$ cat config.mk
export PLATFORM = sky130hd
export DESIGN_NAME = mdf_mulmod
export DESIGN_NICKNAME = d
export VERILOG_FILES = /design/src/design/modular_division_fermat_prime_top_defines.svh /design/src/design/mdf_pkg.sv /design/src/design/mdf_mulmod.sv
export SDC_FILE = /design/constraint.sdc
export NUM_CORES = 2
export LEC_CHECK = 0
export ABC_AREA = 1
export BUFFER_PORTS_ARGS = -buffer_cell sky130_fd_sc_hd__clkbuf_2
export CORE_MARGIN = 2
export CORE_UTILIZATION = 35
export CTS_CLUSTER_DIAMETER = 100
export DETAILED_ROUTE_END_ITERATION = 10
export PLACE_DENSITY = 0.5
export SKIP_CTS_REPAIR_TIMING = 1
export SYNTH_ARGS = -nofsm -noshare
export SYNTH_HDL_FRONTEND = slang
export SYNTH_SLANG_ARGS = --single-unit
$ cat constraint.sdc
create_clock -name clk -period 8.2 [get_ports clk]
set_input_delay 1.64 -clock clk [delete_from_list [all_inputs] [get_ports clk]]
set_output_delay 1.64 -clock clk [all_outputs]
set_load 0.02 [all_outputs]
$ cat src/design/modular_division_fermat_prime_top_defines.svh
// ----------------------------------------------------------------------------
// Modular divider assertion macros
// Shared assertion helpers; define NO_ASSERTIONS to leave them out.
// ----------------------------------------------------------------------------
`ifndef MODULAR_DIVISION_FERMAT_PRIME_TOP_DEFINES_SVH
`define MODULAR_DIVISION_FERMAT_PRIME_TOP_DEFINES_SVH

`ifndef NO_ASSERTIONS
// Same-cycle implication, disabled while reset is asserted.
`define MDF_ASSERT_IMPL(lbl, clk_sig, rst_n_sig, ante, cons) \
	lbl: assert property (@(posedge clk_sig) disable iff (!rst_n_sig) \
		(ante) |-> (cons)) else $error("assertion failed");
// Next-cycle implication, disabled while reset is asserted.
`define MDF_ASSERT_NEXT(lbl, clk_sig, rst_n_sig, ante, cons) \
	lbl: assert property (@(posedge clk_sig) disable iff (!rst_n_sig) \
		(ante) |=> (cons)) else $error("assertion failed");
`else
`define MDF_ASSERT_IMPL(lbl, clk_sig, rst_n_sig, ante, cons)
`define MDF_ASSERT_NEXT(lbl, clk_sig, rst_n_sig, ante, cons)
`endif

`endif

$ cat src/design/mdf_pkg.sv
// ----------------------------------------------------------------------------
// Modular divider package
// Field constants, Barrett reduction constants and the item passed along the
// exponentiation chain.
// ----------------------------------------------------------------------------
package mdf_pkg;

	localparam int unsigned RES_W = 30;
	localparam int unsigned N_BITS = 30;
	localparam int unsigned MM_LAT = 4;

	localparam logic [RES_W-1:0] PRIME = 30'd998244353;
	localparam logic [RES_W-1:0] INV_EXP = 30'd998244351;
	localparam logic [31:0] PRIME_X1 = 32'd998244353;
	localparam logic [31:0] PRIME_X2 = 32'd1996488706;
	// Barrett constant floor(2^60 / prime).
	localparam logic [30:0] BARRETT_MU = 31'(64'h1000_0000_0000_0000 / 64'd998244353);

	typedef logic [RES_W-1:0] res_t;

	typedef struct packed {
		logic valid;
		res_t acc;
		res_t base;
		res_t num;
	} item_t;

endpackage

$ cat src/design/mdf_mulmod.sv
// ----------------------------------------------------------------------------
// Pipelined modular multiplier
// Four-stage product modulo the prime using Barrett reduction.
// ----------------------------------------------------------------------------
module mdf_mulmod (
	input  logic            clk,
	input  logic            en,
	input  mdf_pkg::res_t   a,
	input  mdf_pkg::res_t   b,
	output mdf_pkg::res_t   r
);

	logic [59:0] prod;
	logic [59:0] z_s1;
	logic [61:0] t;
	logic [61:0] t_s2;
	logic [31:0] zlo_s2;
	logic [60:0] qp;
	logic [31:0] r_s3;
	logic [31:0] r_s4;

	assign prod = 60'(a) * 60'(b);
	assign t = 62'(z_s1[59:29]) * 62'(mdf_pkg::BARRETT_MU);
	assign qp = 61'(t_s2[61:31]) * 61'(mdf_pkg::PRIME);

	// The estimated quotient is at most two short, so the remainder stays
	// below three times the prime and fits in 32 bits.
	always_ff @(posedge clk) begin
		if (en) begin
			z_s1 <= prod;
			t_s2 <= t;
			zlo_s2 <= z_s1[31:0];
			r_s3 <= zlo_s2 - qp[31:0];
			if (r_s3 >= mdf_pkg::PRIME_X2) begin
				r_s4 <= r_s3 - mdf_pkg::PRIME_X2;
			end else if (r_s3 >= mdf_pkg::PRIME_X1) begin
				r_s4 <= r_s3 - mdf_pkg::PRIME_X1;
			end else begin
				r_s4 <= r_s3;
			end
		end
	end

	assign r = r_s4[29:0];

endmodule

==> summary.txt <==
Outcome
  • Status: finished, final reports clean

Timing
  • Final hold vios: 0
  • RSZ-0062 raised after global routing: false
  • Slew headroom: 0.323
  • Crit path time final: around 8.0 ns
  • Achievable Freq: about 130 MHz
  • Final setup viols: 0
  • Worst Tran Pin Value: ~1.0 ns
  • Final Cycle Share: 0.971
  • Slew Viols, Final: 0
  • Worst clock skew: between 0.02 and 0.03 ns

Synth
  • Mapped Nets: 9,618
  • Synth warnings: 0
  • Synth cell types: 40
  • Register area share after synthesis: 0.0933
  • Avg Cell Area, Syn: a little under 8 um2
  • #FFs+latches synth: 185
  • Mapped Area: just under 60,000 um2
  • Synthesized instance count: a little under 8,000

CTS
  • CTS H-tree depth: 4
  • Worst skew pair latency: 0.50 ns
  • CTS clk-pin slew, worst paths: ~0.090 ns
  • TritonCTS clock tree: built
  • CTS Root Cell: clkbuf_16
  • Num CTS Buffers: 17
  • Worst-case clock buffer depth: 2
  • Clk sinks: roughly 190

Global routing
  • Vias in the first global route: approximately 50,000
  • Gr usage total: 0.215
  • Grt total ovfl: 0
  • First-pass GRT wire length: roughly 290,000 um
  • Initial antenna violation count: 9
  • Maximum number of pins on one net before global-route repair: 74

Placed design
  • Number of I/O port buffers: 91
  • Dpl cell area: ~65,000 um2
  • GP Congestion: slightly below 1
  • DP HPWL: 163,000 um

Die
  • Die area: 174,000 um2
  • Starting Density: 0.352
  • Die W: ~420 um
  • Core Area: about 170,000 um2
  • Die Ht: between 400 and 500 um
  • FP Rows: 151
  • Boundary pin count: approximately 90

Run
  • # Max-Cap Violations: 0

Drt
  • Vias per inst: between 4 and 5
  • Routed Antenna Nets: 0
  • Routed met1 length: ~84,000 um
  • Met3 wire length: roughly 7000 um
  • DRT Pass-1 Iters: 6
  • DR WL/cell: 17.8 um
  • Top Layer Used: met5
  • Detailed Route WL: 182,000 um
  • Met2 WL post-DR: 87,000 um
  • Drt drc: 0
  • DR vias: between 40,000 and 50,000
  • Initial DRC count: between 2,000 and 3,000

Final layout
  • # nets final: ~10,000
  • Layout area overhead: 10.3%
  • Design area: approximately 66,000 um2
  • Filler cells: between 15,000 and 20,000
  • Core Util, Final: 0.388
  • Ratio of cells with drive above 1 in the final layout: 0.0624

Worst setup path
  • CP Launch Type: input pin
  • Crit path required time: approximately 8.5 ns
  • WS Path Type: in2reg
  • CP max FO: 10
  • CP Data Arrival Time: ~8.3 ns
  • CP Capture Type: flop

Hold path
  • Hold crit path type: reg2reg
-- critical path, cell delays in order --
cell and delay, ns:
clkbuf_2 0.28, buf_4 0.24, buf_4 0.21, nand2_1 0.10, fa_1 0.54, inv_1 0.05
fa_1 0.57, fa_1 0.47, fa_1 0.52, fa_1 0.43, fa_1 0.53, fa_1 0.47
ha_1 0.30, ha_1 0.35, nand2_1 0.11, nor2_1 0.21, inv_1 0.08, nor2_1 0.29
inv_1 0.11, nor2_1 0.18, nand3_1 0.12, nand3_1 0.19, xor2_1 0.26
-- area by class of cell --
class                      count  area (um2)  share of cell area
multi-input combinational   5001       44400               0.676
antenna                        1        2.50           0.0000381
inverter                    2352        8830               0.134
clock buffer                  17         425             0.00647
tap                         2218        2780              0.0422
sequential                   185        5560              0.0846
clock inverter                15         181             0.00276
timing repair buffer         430        3530              0.0537
-- final timing paths --
kind                 start    endpoint  slack, ns  cells past startpoint
setup / recovery     a[12]    z_s1[41]       0.24                     23
hold reg to reg   z_s1[18]  zlo_s2[18]       0.42                      0
hold / removal    z_s1[18]  zlo_s2[18]       0.42                      0
setup reg to reg  z_s1[43]    t_s2[45]       1.36                     20
-- per-stage QoR --
stage               hold slack [ns]  setup slack, ns  TNS, ns  std cells
floorplan                     0.400            0.580        0       7733
global placement              0.402           -0.421    -3.15      10200
detailed placement            0.405           -0.474    -3.98      10200
CTS                           0.414           0.0625        0      10200
global route                  0.425           0.0171        0      10200
finish                        0.416            0.236        0      10200
-- cells by family after synthesis --
family,Yosys count,share of synthesized area
adder cells (fa/ha/maj),1823,0.517
AND/OR/NAND/NOR,2750,0.183
AO/OA/AOI/OAI,293,0.0264
buffers and inverters,2547,0.161
XOR/XNOR,135,0.0199
flip-flops,185,0.0933
-- synthesized netlist by cell type, drive strengths merged --
cell type / instances / share of area
a21boi: 5 / 0.00063
a21o: 5 / 0.00063
a21oi: 166 / 0.014
a31oi: 1 / 0.00011
and2: 8 / 0.00084
and3: 1 / 0.00011
buf: 13 / 0.0016
clkbuf: 182 / 0.011
edfxtp: 185 / 0.093
fa: 1061 / 0.36
ha: 762 / 0.16
inv: 2352 / 0.15
nand2: 2166 / 0.14
nand2b: 3 / 0.00032
nand3: 160 / 0.014
nand3b: 12 / 0.0015
nand4: 42 / 0.0044
nor2: 313 / 0.021
nor3: 36 / 0.0032
nor4: 6 / 0.00063
o211ai: 2 / 0.00025
o21a: 4 / 0.00050
o21ai: 85 / 0.0071
o21bai: 25 / 0.0032
or2: 3 / 0.00032
xnor2: 16 / 0.0024
xor2: 119 / 0.017
-- sequential cells by signal, indices dropped and copies added, names as in the netlist --
signal / cells
r_s4: 30
t_s2: 32
zlo_s2: 31
z_s1: 60
r_s3: 32
-- per-layer routing --
layer  vias up  track usage
li1      22800            -
met1     23000        0.296
met2       877        0.371
met3       169       0.0164
met4        10       0.0433
met5         -            0
-- cell usage in the layout, fill, tap and decap left out, types with 88 or more instances in the layout --
master	synthesis	layout
nand3_1	158	158
fa_1	1061	1061
nor2_1	299	298
edfxtp_1	185	185
ha_1	762	762
buf_4	4	298
inv_1	2343	2343
xor2_1	119	119
nand2_1	2160	2160
a21oi_1	165	165
clkbuf_2	0	88
Power is not shown: default switching activity piles up to over one toggle a cycle in this logic, so the estimate is an artifact.
